<file path="config.mk">
export PLATFORM = sky130hd
export DESIGN_NAME = prime_factor_summary_unit
export DESIGN_NICKNAME = d
export VERILOG_FILES = /design/src/design/pfs_pkg.sv /design/src/design/pfs_divider.sv /design/src/design/prime_factor_summary_unit.sv
export SDC_FILE = /design/constraint.sdc
export NUM_CORES = 1
export LEC_CHECK = 0
export BUFFER_PORTS_ARGS = -buffer_cell sky130_fd_sc_hd__buf_2
export CAP_MARGIN = 20
export CORE_AREA = 2 2 145 217
export DETAILED_ROUTE_END_ITERATION = 7
export DIE_AREA = 0 0 147 219
export GPL_ROUTABILITY_DRIVEN = 0
export PLACE_DENSITY = 0.78
export SLEW_MARGIN = 20
export SYNTH_ARGS = -nofsm -noshare
export SYNTH_HDL_FRONTEND = slang
export SYNTH_SLANG_ARGS = --single-unit
</file>
<file path="constraint.sdc">
create_clock -name clk_i -period 7.8 [get_ports clk_i]
set_clock_uncertainty 0.1 [all_clocks]
set_input_delay 1.56 -clock clk_i [delete_from_list [all_inputs] [get_ports clk_i]]
set_output_delay 1.56 -clock clk_i [all_outputs]
set_load 0.02 [all_outputs]
</file>
<file path="src/design/pfs_pkg.sv">
// shared constants, types and state codes for the prime factor summary unit
// no dependencies

package pfs_pkg;

  localparam int unsigned VALUE_WIDTH = 32;
  localparam int unsigned CNT_W       = $clog2(VALUE_WIDTH + 1);
  localparam int unsigned IN_TDATA_W  = ((VALUE_WIDTH + 7) / 8) * 8;
  localparam int unsigned OUT_TDATA_W = ((2 * VALUE_WIDTH + 7) / 8) * 8;

  typedef logic [VALUE_WIDTH-1:0] value_t;

  typedef enum logic [1:0] {
    ST_IDLE,
    ST_START,
    ST_WAIT,
    ST_FINISH
  } state_e;

  // request into the shared divider
  typedef struct packed {
    logic   start;
    value_t dividend;
    value_t divisor;
  } div_req_t;

  // answer from the shared divider
  typedef struct packed {
    logic   done;
    value_t quotient;
    value_t remainder;
  } div_rsp_t;

endpackage

</file>
<file path="src/design/pfs_divider.sv">
// iterative restoring divider, one quotient bit per cycle
// depends on pfs_pkg

module pfs_divider (
  input  logic             clk_i,
  input  logic             rst_ni,
  input  pfs_pkg::div_req_t req_i,
  output pfs_pkg::div_rsp_t rsp_o
);

  logic                          busy_q, busy_d;
  logic                          done_q, done_d;
  logic [pfs_pkg::CNT_W-1:0]     cnt_q, cnt_d;
  pfs_pkg::value_t               rem_q, rem_d;
  pfs_pkg::value_t               quo_q, quo_d;
  pfs_pkg::value_t               dvs_q, dvs_d;

  logic [pfs_pkg::VALUE_WIDTH:0] rem_sh;
  logic [pfs_pkg::VALUE_WIDTH:0] diff;
  logic                          fits;

  assign rem_sh = {rem_q, quo_q[pfs_pkg::VALUE_WIDTH-1]};
  assign diff   = rem_sh - {1'b0, dvs_q};
  assign fits   = ~diff[pfs_pkg::VALUE_WIDTH];

  always_comb begin
    busy_d = busy_q;
    done_d = 1'b0;
    cnt_d  = cnt_q;
    rem_d  = rem_q;
    quo_d  = quo_q;
    dvs_d  = dvs_q;
    if (req_i.start) begin
      busy_d = 1'b1;
      cnt_d  = pfs_pkg::CNT_W'(pfs_pkg::VALUE_WIDTH);
      rem_d  = '0;
      quo_d  = req_i.dividend;
      dvs_d  = req_i.divisor;
    end else if (busy_q) begin
      rem_d = fits ? diff[pfs_pkg::VALUE_WIDTH-1:0] : rem_sh[pfs_pkg::VALUE_WIDTH-1:0];
      quo_d = {quo_q[pfs_pkg::VALUE_WIDTH-2:0], fits};
      cnt_d = cnt_q - 1'b1;
      if (cnt_q == pfs_pkg::CNT_W'(1)) begin
        busy_d = 1'b0;
        done_d = 1'b1;
      end
    end
  end

  always_ff @(posedge clk_i or negedge rst_ni) begin
    if (!rst_ni) begin
      busy_q <= 1'b0;
      done_q <= 1'b0;
      cnt_q  <= '0;
    end else begin
      busy_q <= busy_d;
      done_q <= done_d;
      cnt_q  <= cnt_d;
    end
  end

  always_ff @(posedge clk_i) begin
    rem_q <= rem_d;
    quo_q <= quo_d;
    dvs_q <= dvs_d;
  end

  assign rsp_o.done      = done_q;
  assign rsp_o.quotient  = quo_q;
  assign rsp_o.remainder = rem_q;

endmodule

</file>
<file path="src/design/prime_factor_summary_unit.sv">
// top level of the prime factor summary unit: sequencer, result register
// depends on pfs_pkg and pfs_divider

// Factors one unsigned value per item by trial division and returns its
// largest prime factor and the sum of its distinct prime factors (both 0 for
// a value of 0 or 1, a prime returns itself in both). Candidates run 2, 3, 5,
// 7, 9, ... while the candidate does not exceed the cofactor divided by it;
// each candidate that divides is removed completely, and a cofactor above 1
// left at the end is counted as the last prime. All divisions go through one
// shared restoring divider that yields one quotient bit per cycle; each
// division runs from the sequencer's start step through the divider's bit
// steps to the sequencer's decide step. A large 32-bit prime tries about
// 32768 candidates. The input side is ready only while the sequencer is
// idle; the finished result sits in an output register so a new item can be
// taken while the result waits to be read.

module prime_factor_summary_unit (
  input  logic                               clk_i,
  input  logic                               rst_ni,
  input  logic                               s_axis_tvalid,
  output logic                               s_axis_tready,
  input  logic [pfs_pkg::IN_TDATA_W-1:0]     s_axis_tdata,   // value
  output logic                               m_axis_tvalid,
  input  logic                               m_axis_tready,
  output logic [pfs_pkg::OUT_TDATA_W-1:0]    m_axis_tdata    // factor_sum (upper half), largest_factor (lower half)
);

  localparam int unsigned VW = pfs_pkg::VALUE_WIDTH;

  pfs_pkg::state_e   state_q, state_d;
  pfs_pkg::value_t   rest_q, rest_d;       // remaining cofactor
  pfs_pkg::value_t   cand_q, cand_d;       // current trial divisor
  pfs_pkg::value_t   sum_q, sum_d;
  pfs_pkg::value_t   largest_q, largest_d;
  logic              counted_q, counted_d; // current candidate already counted

  logic              out_valid_q, out_valid_d;
  pfs_pkg::value_t   out_largest_q, out_largest_d;
  pfs_pkg::value_t   out_sum_q, out_sum_d;

  pfs_pkg::div_req_t div_req;
  pfs_pkg::div_rsp_t div_rsp;

  pfs_pkg::value_t   cand_next;
  logic              in_take;
  logic              out_free;

  pfs_divider u_divider (
    .clk_i  (clk_i),
    .rst_ni (rst_ni),
    .req_i  (div_req),
    .rsp_o  (div_rsp)
  );

  // candidate sequence 2, 3, 5, 7, 9, ...
  assign cand_next = (cand_q == VW'(2)) ? VW'(3) : cand_q + VW'(2);

  assign s_axis_tready = (state_q == pfs_pkg::ST_IDLE);
  assign in_take       = s_axis_tvalid && s_axis_tready;
  assign out_free      = !out_valid_q || m_axis_tready;

  assign div_req.start    = (state_q == pfs_pkg::ST_START);
  assign div_req.dividend = rest_q;
  assign div_req.divisor  = cand_q;

  always_comb begin
    state_d       = state_q;
    rest_d        = rest_q;
    cand_d        = cand_q;
    sum_d         = sum_q;
    largest_d     = largest_q;
    counted_d     = counted_q;
    out_valid_d   = out_valid_q;
    out_largest_d = out_largest_q;
    out_sum_d     = out_sum_q;

    if (out_valid_q && m_axis_tready) begin
      out_valid_d = 1'b0;
    end

    case (state_q)
      pfs_pkg::ST_IDLE: begin
        if (in_take) begin
          rest_d    = s_axis_tdata[VW-1:0];
          cand_d    = VW'(2);
          sum_d     = '0;
          largest_d = '0;
          counted_d = 1'b0;
          state_d   = pfs_pkg::ST_START;
        end
      end
      pfs_pkg::ST_START: begin
        state_d = pfs_pkg::ST_WAIT;
      end
      pfs_pkg::ST_WAIT: begin
        if (div_rsp.done) begin
          state_d = pfs_pkg::ST_START;
          if (counted_q) begin
            // dividing out a repeated factor
            if (div_rsp.remainder == '0) begin
              rest_d = div_rsp.quotient;
            end else begin
              cand_d    = cand_next;
              counted_d = 1'b0;
            end
          end else if (cand_q > div_rsp.quotient) begin
            // candidate squared exceeds the cofactor
            state_d = pfs_pkg::ST_FINISH;
          end else if (div_rsp.remainder == '0) begin
            sum_d     = sum_q + cand_q;
            largest_d = cand_q;
            rest_d    = div_rsp.quotient;
            counted_d = 1'b1;
          end else begin
            cand_d = cand_next;
          end
        end
      end
      pfs_pkg::ST_FINISH: begin
        if (out_free) begin
          out_valid_d = 1'b1;
          if (rest_q > VW'(1)) begin
            // leftover cofactor is itself prime
            out_largest_d = rest_q;
            out_sum_d     = sum_q + rest_q;
          end else begin
            out_largest_d = largest_q;
            out_sum_d     = sum_q;
          end
          state_d = pfs_pkg::ST_IDLE;
        end
      end
      default: begin
        state_d = pfs_pkg::ST_IDLE;
      end
    endcase
  end

  always_ff @(posedge clk_i or negedge rst_ni) begin
    if (!rst_ni) begin
      state_q     <= pfs_pkg::ST_IDLE;
      out_valid_q <= 1'b0;
    end else begin
      state_q     <= state_d;
      out_valid_q <= out_valid_d;
    end
  end

  always_ff @(posedge clk_i) begin
    rest_q        <= rest_d;
    cand_q        <= cand_d;
    sum_q         <= sum_d;
    largest_q     <= largest_d;
    counted_q     <= counted_d;
    out_largest_q <= out_largest_d;
    out_sum_q     <= out_sum_d;
  end

  assign m_axis_tvalid = out_valid_q;
  assign m_axis_tdata  = pfs_pkg::OUT_TDATA_W'({out_sum_q, out_largest_q});

endmodule
</file>
* After elaboration in Yosys (flattened, before gate mapping)
Index checks and enable logic that the tools add are counted. Widths: inputs -> output; s select.
Storage, ports and cells: output and inout port bits 66, word-level logic and storage cells 100, input port bits 36, register bits after elaboration 300
Cells by class: order comparisons 2, bitwise gates (word level) 1, equality and inequality tests 12, muxes and demuxes 52, $add $sub $neg 5, reduce and logical (&&, ||, !) cells 13
Operators by type and width (number):
- $mux 32 | 25
- $pmux 32 s2 | 4
- $add 32x32->32 | 2
- $sub 33x32->33 | 1
- $add 32x2->32 const B | 1
- $eq 32x2->1 const B | 1
- $gt 32x1->1 const B | 1
- $gt 32x32->1 | 1
- $logic_not 32->1 | 1
- $mux 1 | 14
- $mux 6 | 2
- $mux 2 | 5
- $ne 2x2->1 const B | 4
- $pmux 2 s4 | 1
- $eq 6x1->1 const B | 1
- $reduce_and 3->1 | 2
- $reduce_and 6->1 | 1
- $sub 6x1->6 const B | 1
- $eq 2x2->1 const B | 2
- $ne 2x1->1 const B | 2
- $reduce_and 4->1 | 1
- $reduce_bool 2->1 | 2
- $ne 3x3->1 const B | 1
- $eq 2x1->1 const B | 1
- 7 further kinds | 8

* Logic depth before layout (Yosys ltp)
Gate-level depths: netlist of the first run.
depth after elaboration 7, gate-level depth with buffers 13

* By module
A second synthesis of the first run with hierarchy kept.
Second synthesis, totals: cell total of the unflattened synthesis 1751, area, all modules 18113.6 µm²
Modules (own cells, without submodules):
- prime_factor_summary_unit | seq. area each 5870.6 µm², area an instance 11984.0 µm², cells each 1149, times used 1
- pfs_divider | seq. area each 2762.6 µm², area an instance 6129.6 µm², cells each 602, times used 1

* Worst setup path before layout of the first run
No wires, ideal clock.
path type register to register, start register cand_q[1], end register largest_q[0], enable pin, slack 1.985 ns, data required time 7.193 ns, period minus slack after synthesis 5.815 ns, cell stages (with the launch flop) 11, buffers on the path 0, arrival 5.208 ns, cells stage by stage edfxtp_1 > ha_1 > nor2b_1 > o21a_1 > o21a_1 > o21ai_0 > a21boi_0 > o21ai_0 > a31oi_1 > or3_1 > a21oi_1
Between the ends: longest elaborated chain between the ends 3
Ends and longest elaborated chain:
- from (decl) | line prime_factor_summary_unit.sv:32 | pfs_pkg::value_t cand_q, cand_d;
- from (signal assigned) | line prime_factor_summary_unit.sv:151 | cand_q <= cand_d;
- $gt 32x32->1 | line prime_factor_summary_unit.sv:106 | end else if (cand_q > div_rsp.quotient) begin
- $ne 2x2->1 (no source line)
- $reduce_and 6->1 (no source line)
- to (signal assigned) | line prime_factor_summary_unit.sv:153 | largest_q <= largest_d;
- to (decl) | line prime_factor_summary_unit.sv:34 | pfs_pkg::value_t largest_q, largest_d;
Every way passes these cells. A chain may end at the register's enable or synchronous reset.

* Worst setup path in the final report of the first run
start register cand_q[1], end register largest_q[22], enable pin
The elaborated chain is that of the path after synthesis.

==> flow_summary_export.csv, run 1 <==
group,metric,value,unit
place,io_buffers,101,
pwr,p_int,4.98,mW
status,outcome,"complete, no violations",
place,pre_cts_ws,3680,ps
sta,finalHoldViolCount,0,
grt,overflow,0,
routing,wire_per_inst,21.1,µm
clocking,cts_sinks,300,
grt,antenna_found_initial,0,
pwr,clockPowerShare,0.175,
clocking,clk_pin_slew,70,ps
layout,layout-drive-gt1-share,0.103,
routing,via_count,14331,
grt,grt_usage,0.297,
sta,final-max-slew-violation-count,0,
critical_path,cp_data_required_time,7900,ps
clocking,postCtsSetupRepairBufs,0,
pwr,ir_drop,0.221,mV
routing,drt-total-wl,48100,µm
layout,num_antenna_cells,0,
logic_synthesis,synth_area_leaders,"edfxtp_1 (43%), ha_1 (9.0%), o21ai_0 (4.0%)",
layout,nFillCells,2305,
layout,multi_input_area,8690,µm²
pwr,switchingPower,3.62,mW
critical_path,cpPeakStageDelay,670,ps
sta,hold_ws,427,ps
die,dieArea,32200,µm²
pwr,sequentialPowerShare,0.337,
die,die_y,219,µm
logic_synthesis,synth-edff-count,257,
die,fp-row-count,78,
critical_path,crit_chain,"ha_1, nor2b_1, o21a_1, o21a_1, o21ai_0, a21boi_0, o21ai_0, a31oi_1, or3_1, a21oi_4, buf_4",
critical_path,cp_slowest_cell,"buf_4",
logic_synthesis,ys_ff_latch,300,
clocking,clockBufferDepth,3,
clocking,ctsHoldBuffers,0,
routing,via_per_inst,6.29,
logic_synthesis,synthTopCellsByCount,"edfxtp_1 (257), nand2_1 (165), nor2_1 (145), o21ai_0 (145), ha_1 (129)",
pwr,powerDensity,433,nW/µm²
routing,first_pass_iters,5,
layout,syn_to_final_growth,10.7,%
logic_synthesis,synth_most_common_cell,"edfxtp_1",
sta,fin_setup_tns,0,ps
routing,drtIter0Drc,1161,
logic_synthesis,synth_fp_nets,1950,
clocking,cts_htree_levels,1,
sta,maxSlewHeadroom,0.353,
logic_synthesis,synth_ff_type,"edfxtp_1",
clocking,numCtsBuffers,29,
logic_synthesis,ys_types,78,
sta,post-route-min-period,4150,ps
sta,tightest_slew,964,ps
logic_synthesis,async_reset_ff_frac,0.0367,
critical_path,start_kind,"flop",
clocking,clkLatencyLatePin,580,ps
routing,ant_nets,0,
grt,grt_max_degree,100,
critical_path,cp.arrival,4250,ps
critical_path,crit_family,"compound AO/OA/AOI/OAI gates",
routing,drc,0,
sta,clock.fmax,241,MHz
die,start_util,0.593,
sta,setup_viol,0,
logic_synthesis,synth_area,17900,µm²
logic_synthesis,yosysTopAreaCell,"edfxtp_1",
critical_path,endpoint_kind,"flop",
die,core,30300,µm²
critical_path,path_max_fanout,43,
die,boundaryPins,102,
logic_synthesis,ys_seq_area_frac,0.481,
hold_path,hold_path.class,"flop to flop",
place,dp_cells,2222,
logic_synthesis,synth_cells,1782,
die,die_x,147,µm
flow_run,max-cap-violations,0,
clocking,cts_tree,"done",
place,dp_hpwl,34300,µm
clocking,post_cts_resized,0,
critical_path,worstPathBufferInverterCount,1,
layout,final_util,0.656,
pwr,switching_share,0.421,
layout,seqCellArea,8630,µm²
pwr,p_leak,8.12,nW
logic_synthesis,ys_warn_count,0,
clocking,cts_root_buffer,"clkbuf_16",
sta,rsz0062_at_grt,"false",
critical_path,path_class,"flop to flop",
logic_synthesis,postSynthAreaPerCell,10.1,µm²
layout,nNetsFinal,2023,
sta,fin_ws,3650,ps
grt,grt_pass1_vias,14330,
grt,grt_pass1_wl,75400,µm
pwr,share_comb_of_total_power,0.488,
sta,finalCritPeriodShare,0.532,
logic_synthesis,yosysTopAreaCellShare,0.430,
layout,final_cells,2278,
stage by stage:
step	power (mW)	area (µm²)
after global placement	6.85	18800
after detailed placement	6.99	18800
after CTS	8.52	19800
final	8.60	19900
after floorplan	5.93	17900
after global routing	9.14	19900
routing by layer:
metal | global-route usage | wire, µm | vias up
li1 | - | - | 6689
met1 | 0.352 | 18000 | 6846
met2 | 0.533 | 24400 | 632
met5 | 0 | 0 | -
met4 | 0.146 | 2400 | 0
met3 | 0.0380 | 3330 | 164
power by group through the flow:
stage               combinational [mW]  clock, mW  sequential, mW
floorplan                         3.06          0            2.87
global placement                  3.95          0            2.90
detailed placement                4.08          0            2.92
CTS                               4.12       1.51            2.89
global route                      4.63       1.56            2.95
finish                            4.20       1.50            2.90
logic make-up (layout without fill, tap and decap cells):
group / after synthesis / in the layout / synth area share
AND/OR/NAND/NOR: 536 / 536 / 0.142
adder cells (fa/ha/maj): 132 / 132 / 0.0933
multiplexers: 20 / 20 / 0.0114
flip-flops: 300 / 300 / 0.481
buffers and inverters: 173 / 269 / 0.0374
AO/OA/AOI/OAI: 516 / 516 / 0.183
XOR/XNOR: 105 / 105 / 0.0513
state kept, by name, indices dropped and copies added (netlist names):
name / count
cand_q: 32
counted_q: 1
largest_q: 32
m_axis_tvalid: 1
out_largest_q: 32
out_sum_q: 32
rest_q: 32
state_q: 2
sum_q: 32
u_divider.busy_q: 1
u_divider.cnt_q: 6
u_divider.done_q: 1
u_divider.dvs_q: 32
u_divider.quo_q: 32
u_divider.rem_q: 32
final timing paths:
check | endpoint | depth (start not counted) | slack [ps] | startpoint
max in group asynchronous | m_axis_tvalid | 1 | 6650 | rst_ni
worst max-delay path | largest_q[22] | 11 | 3650 | cand_q[1]
worst min-delay path | u_divider.rem_q[27] | 2 | 430 | u_divider.rem_q[26]
worst min register to register | u_divider.rem_q[27] | 2 | 430 | u_divider.rem_q[26]
min in group asynchronous | state_q[0] | 1 | 740 | rst_ni
worst max register to register | largest_q[22] | 11 | 3650 | cand_q[1]
worst min-delay path, cell delays in order, from the launching register on:
cell and delay (ps):
dfxtp_1 350, nand2_1 70, a31oi_1 70
placed cells by master, fill, tap and decap left out, types with 8 or more instances in the layout:
cell | synthesis | final
clkinv_2 | 0 | 9
and4_1 | 8 | 8
o21bai_1 | 14 | 14
inv_1 | 98 | 98
and2_1 | 31 | 31
dfrtp_1 | 11 | 11
o21a_1 | 16 | 16
clkbuf_16 | 0 | 29
nor2_1 | 145 | 144
nor4_1 | 25 | 25
a21oi_1 | 115 | 112
nand2_1 | 165 | 164
o211ai_1 | 12 | 12
buf_4 | 2 | 11
nand4_1 | 33 | 33
dfxtp_1 | 32 | 32
nand3_1 | 37 | 37
and3_1 | 19 | 19
buf_2 | 5 | 101
a21o_1 | 88 | 88
edfxtp_1 | 257 | 257
o21ai_0 | 145 | 145
mux2i_1 | 16 | 16
a31oi_1 | 19 | 19
nand2b_1 | 14 | 13
nor3_1 | 20 | 20
ha_1 | 129 | 129
nor2b_1 | 16 | 14
a211oi_1 | 25 | 25
xnor2_1 | 53 | 53
o21ai_1 | 15 | 15
xor2_1 | 52 | 52
final cells by class:
type / instances / area share
multi-input cells: 1309 / 0.438
flip-flops and latches: 300 / 0.435
clock buffers: 31 / 0.0374
repair buffers: 114 / 0.0324
well taps: 400 / 0.0252
inverters: 101 / 0.0192
clock inverters: 23 / 0.0132
No activity file was read; power rests on OpenSTA's default activity.
==> run 2, diff against run 1 <==
--- a/config.mk
+++ b/config.mk
@@ -5,13 +5,14 @@
 export SDC_FILE = /design/constraint.sdc
 export NUM_CORES = 1
 export LEC_CHECK = 0
+export ABC_AREA = 1
 export BUFFER_PORTS_ARGS = -buffer_cell sky130_fd_sc_hd__buf_2
 export CAP_MARGIN = 20
-export CORE_AREA = 2 2 145 217
+export CORE_AREA = 2 2 157 236
 export DETAILED_ROUTE_END_ITERATION = 7
-export DIE_AREA = 0 0 147 219
+export DIE_AREA = 0 0 159 238
 export GPL_ROUTABILITY_DRIVEN = 0
-export PLACE_DENSITY = 0.78
+export PLACE_DENSITY = 0.77
 export SLEW_MARGIN = 20
 export SYNTH_ARGS = -nofsm -noshare
 export SYNTH_HDL_FRONTEND = slang
==> constraint.sdc (replaced) <==
create_clock -name clk_i -period 3.4 [get_ports clk_i]
set_clock_uncertainty 0.1 [all_clocks]
set_input_delay 0.68 -clock clk_i [delete_from_list [all_inputs] [get_ports clk_i]]
set_output_delay 0.68 -clock clk_i [all_outputs]
set_load 0.02 [all_outputs]
==> run 2 against run 1 <==
  * Routed wire length up 42%
  * Synthesized area up 12%
  * Flip-flop and latch count unchanged
  * First-iteration DRC count up 98%
  * Register-to-register slack worse by 3300 ps
  * Cell count up 42%
  * Setup slack worse by 3300 ps
  * Final area up 13%
  * Clock-buffer cell count up 5
  * Global-route usage up 6.3 points
  * Highest routed layer unchanged
==> flow_summary_export.csv, run 2 <==
group,metric,value,unit
layout,syn_to_final_growth,11.0,%
critical_path,r2r-end,"sum_q[12]",
logic_synthesis,synth_ff_type,"edfxtp_1",
layout,final_common_cell,"nand2_1",
grt,grt_pass1_vias,18701,
hold_path,min_to,"m_axis_tvalid",
critical_path,r2r_setup_slack,380,ps
die,core,35700,µm²
logic_synthesis,yosysTopAreaCellShare,0.383,
sta,post-route-min-period,3020,ps
die,start_util,0.564,
sta,maxSlewHeadroom,0.362,
status,outcome,"complete, no violations",
sta,finalCritPeriodShare,0.889,
critical_path,crit_chain,"ha_1, nand4_1, nor3_1, and3_1, nand2_1, nand2_1, nand2_1, a21oi_4, buf_4",
layout,layout-drive-gt1-share,0.0871,
die,boundaryPins,102,
place,io_buffers,101,
clocking,cts_tree,"done",
routing,first_pass_iters,6,
clocking,numCtsBuffers,31,
grt,grt_max_degree,84,
die,die_y,238,µm
routing,via_count,19133,
layout,nFillCells,3155,
routing,wire_per_inst,21.1,µm
logic_synthesis,synth_fp_nets,2798,
routing,drc,0,
die,die_x,159,µm
routing,drt-total-wl,68400,µm
clocking,clockBufferDepth,3,
routing,drtIter0Drc,2293,
critical_path,reg2reg_depth,9,
critical_path,cp_slowest_cell,"edfxtp_1",
clocking,post_cts_resized,0,
hold_path,hold_path.class,"input pin to flop",
hold_path,hold_path_depth,2,
logic_synthesis,ys_warn_count,0,
clocking,clkLatencyLatePin,610,ps
critical_path,regToRegStartpoint,"cand_q[26]",
critical_path,start_kind,"flop",
routing,ant_nets,0,
logic_synthesis,async_reset_ff_frac,0.0367,
sta,setup_viol,0,
critical_path,worstPathBufferInverterCount,1,
logic_synthesis,ys_types,45,
sta,finalHoldViolCount,0,
clocking,cts_sinks,300,
critical_path,path_class,"flop to flop",
sta,final-max-slew-violation-count,0,
logic_synthesis,synth_area,20200,µm²
routing,via_per_inst,5.90,
layout,final_util,0.626,
clocking,cts_htree_levels,1,
layout,nNetsFinal,2909,
critical_path,path_max_fanout,29,
critical_path,crit_family,"simple AND/OR/NAND/NOR gates",
grt,grt_usage,0.360,
clocking,clk_pin_slew,80,ps
layout,layout_common_cells,"nand2_1 (779), inv_1 (349), edfxtp_1 (257)",
grt,antenna_found_initial,1,
logic_synthesis,postSynthAreaPerCell,7.66,µm²
critical_path,crit_top_cell,"nand2_1",
grt,overflow,0,
logic_synthesis,synth_area_leaders,"edfxtp_1 (38%), nand2_1 (15%), ha_1 (8.0%)",
sta,fin_setup_tns,0,ps
sta,tightest_slew,956,ps
critical_path,cpPeakStageDelay,520,ps
logic_synthesis,synth_cells,2630,
critical_path,cp.arrival,3160,ps
logic_synthesis,synth_most_common_cell,"nand2_1",
die,fp-row-count,85,
critical_path,endpoint_kind,"flop",
logic_synthesis,synthTopCellsByCount,"nand2_1 (779), inv_1 (349), edfxtp_1 (257)",
logic_synthesis,ys_seq_area_frac,0.428,
sta,rsz0062_at_grt,"false",
logic_synthesis,synth-edff-count,257,
die,dieArea,37800,µm²
sta,clock.fmax,331,MHz
grt,grt_pass1_wl,105000,µm
logic_synthesis,yosysTopAreaCell,"edfxtp_1",
clocking,cts_root_buffer,"clkbuf_16",
logic_synthesis,ys_ff_latch,300,
hold_path,holdCritStartpoint,"m_axis_tready",
place,dp_hpwl,51900,µm
flow_run,max-cap-violations,0,
critical_path,cp_data_required_time,3540,ps
## run 2: cells by family after synthesis
logic type,count (synthesis),synth area share
AO/OA/AOI/OAI,393,0.107
XOR/XNOR,41,0.0178
adder cells (fa/ha/maj),132,0.0831
buffers and inverters,409,0.0790
flip-flops,300,0.428
AND/OR/NAND/NOR,1355,0.285
## run 2: worst max path at each step
stage	startpoint	to	slack, ps	cells after the start
after CTS	cand_q[25]	sum_q[26]	440	9
final	cand_q[26]	sum_q[12]	380	9
after global placement	cand_q[25]	sum_q[27]	590	9
after detailed placement	cand_q[31]	sum_q[26]	460	9
after floorplan	cand_q[27]	rest_q[0]	40	8
after global routing	cand_q[25]	sum_q[12]	280	9
## run 2: repair_timing
action / in CTS / in global routing
hold endpoints to repair: 11 / 0
hold buffers: 1 / 0
setup endpoints to repair: 0 / 0
setup buffers: 0 / 0
## run 2: per-layer routing
| metal | global-route usage | up-vias | routed length (µm) |
|---|---|---|---|
| li1 | - | 8925 | - |
| met1 | 0.375 | 8685 | 22400 |
| met2 | 0.625 | 1140 | 33000 |
| met3 | 0.0638 | 383 | 5580 |
| met4 | 0.317 | 0 | 7390 |
| met5 | 0 | - | 0 |
## run 2: through the flow
| stage | cells | instance area [µm²] | hold slack [ps] | worst slack [ps] |
|---|---|---|---|---|
| 6_report | 3245 | 22400 | 170 | 377 |
| 5_1_grt | 3245 | 22400 | 186 | 276 |
| 4_1_cts | 3244 | 22400 | 167 | 441 |
| 3_5_place_dp | 3185 | 21300 | 367 | 464 |
| 3_3_place_gp | 3185 | 21300 | 359 | 588 |
| 2_1_floorplan | 2630 | 20200 | 284 | 43.1 |
## run 2: final cells by class
| type | count | area [µm²] | share of cell area |
|---|---|---|---|
| clock inverter | 22 | 241 | 0.0108 |
| inverter | 357 | 1340 | 0.0600 |
| antenna | 1 | 2.50 | 0.000112 |
| multi-input combinational | 1921 | 9970 | 0.446 |
| clock buffer | 36 | 825 | 0.0369 |
| timing repair buffer | 130 | 751 | 0.0336 |
| tap | 478 | 598 | 0.0267 |
| sequential | 300 | 8630 | 0.386 |
## run 2: worst reg2reg max path, cell delays in order (launching register included)
cell,delay [ps]
edfxtp_1,520
ha_1,370
nand4_1,100
nor3_1,420
and3_1,280
nand2_1,80
nand2_1,80
nand2_1,90
a21oi_4,190
buf_4,400
Power of run 2 is not shown: default switching activity piles up to over one toggle a cycle in this logic, so the estimate is an artifact.
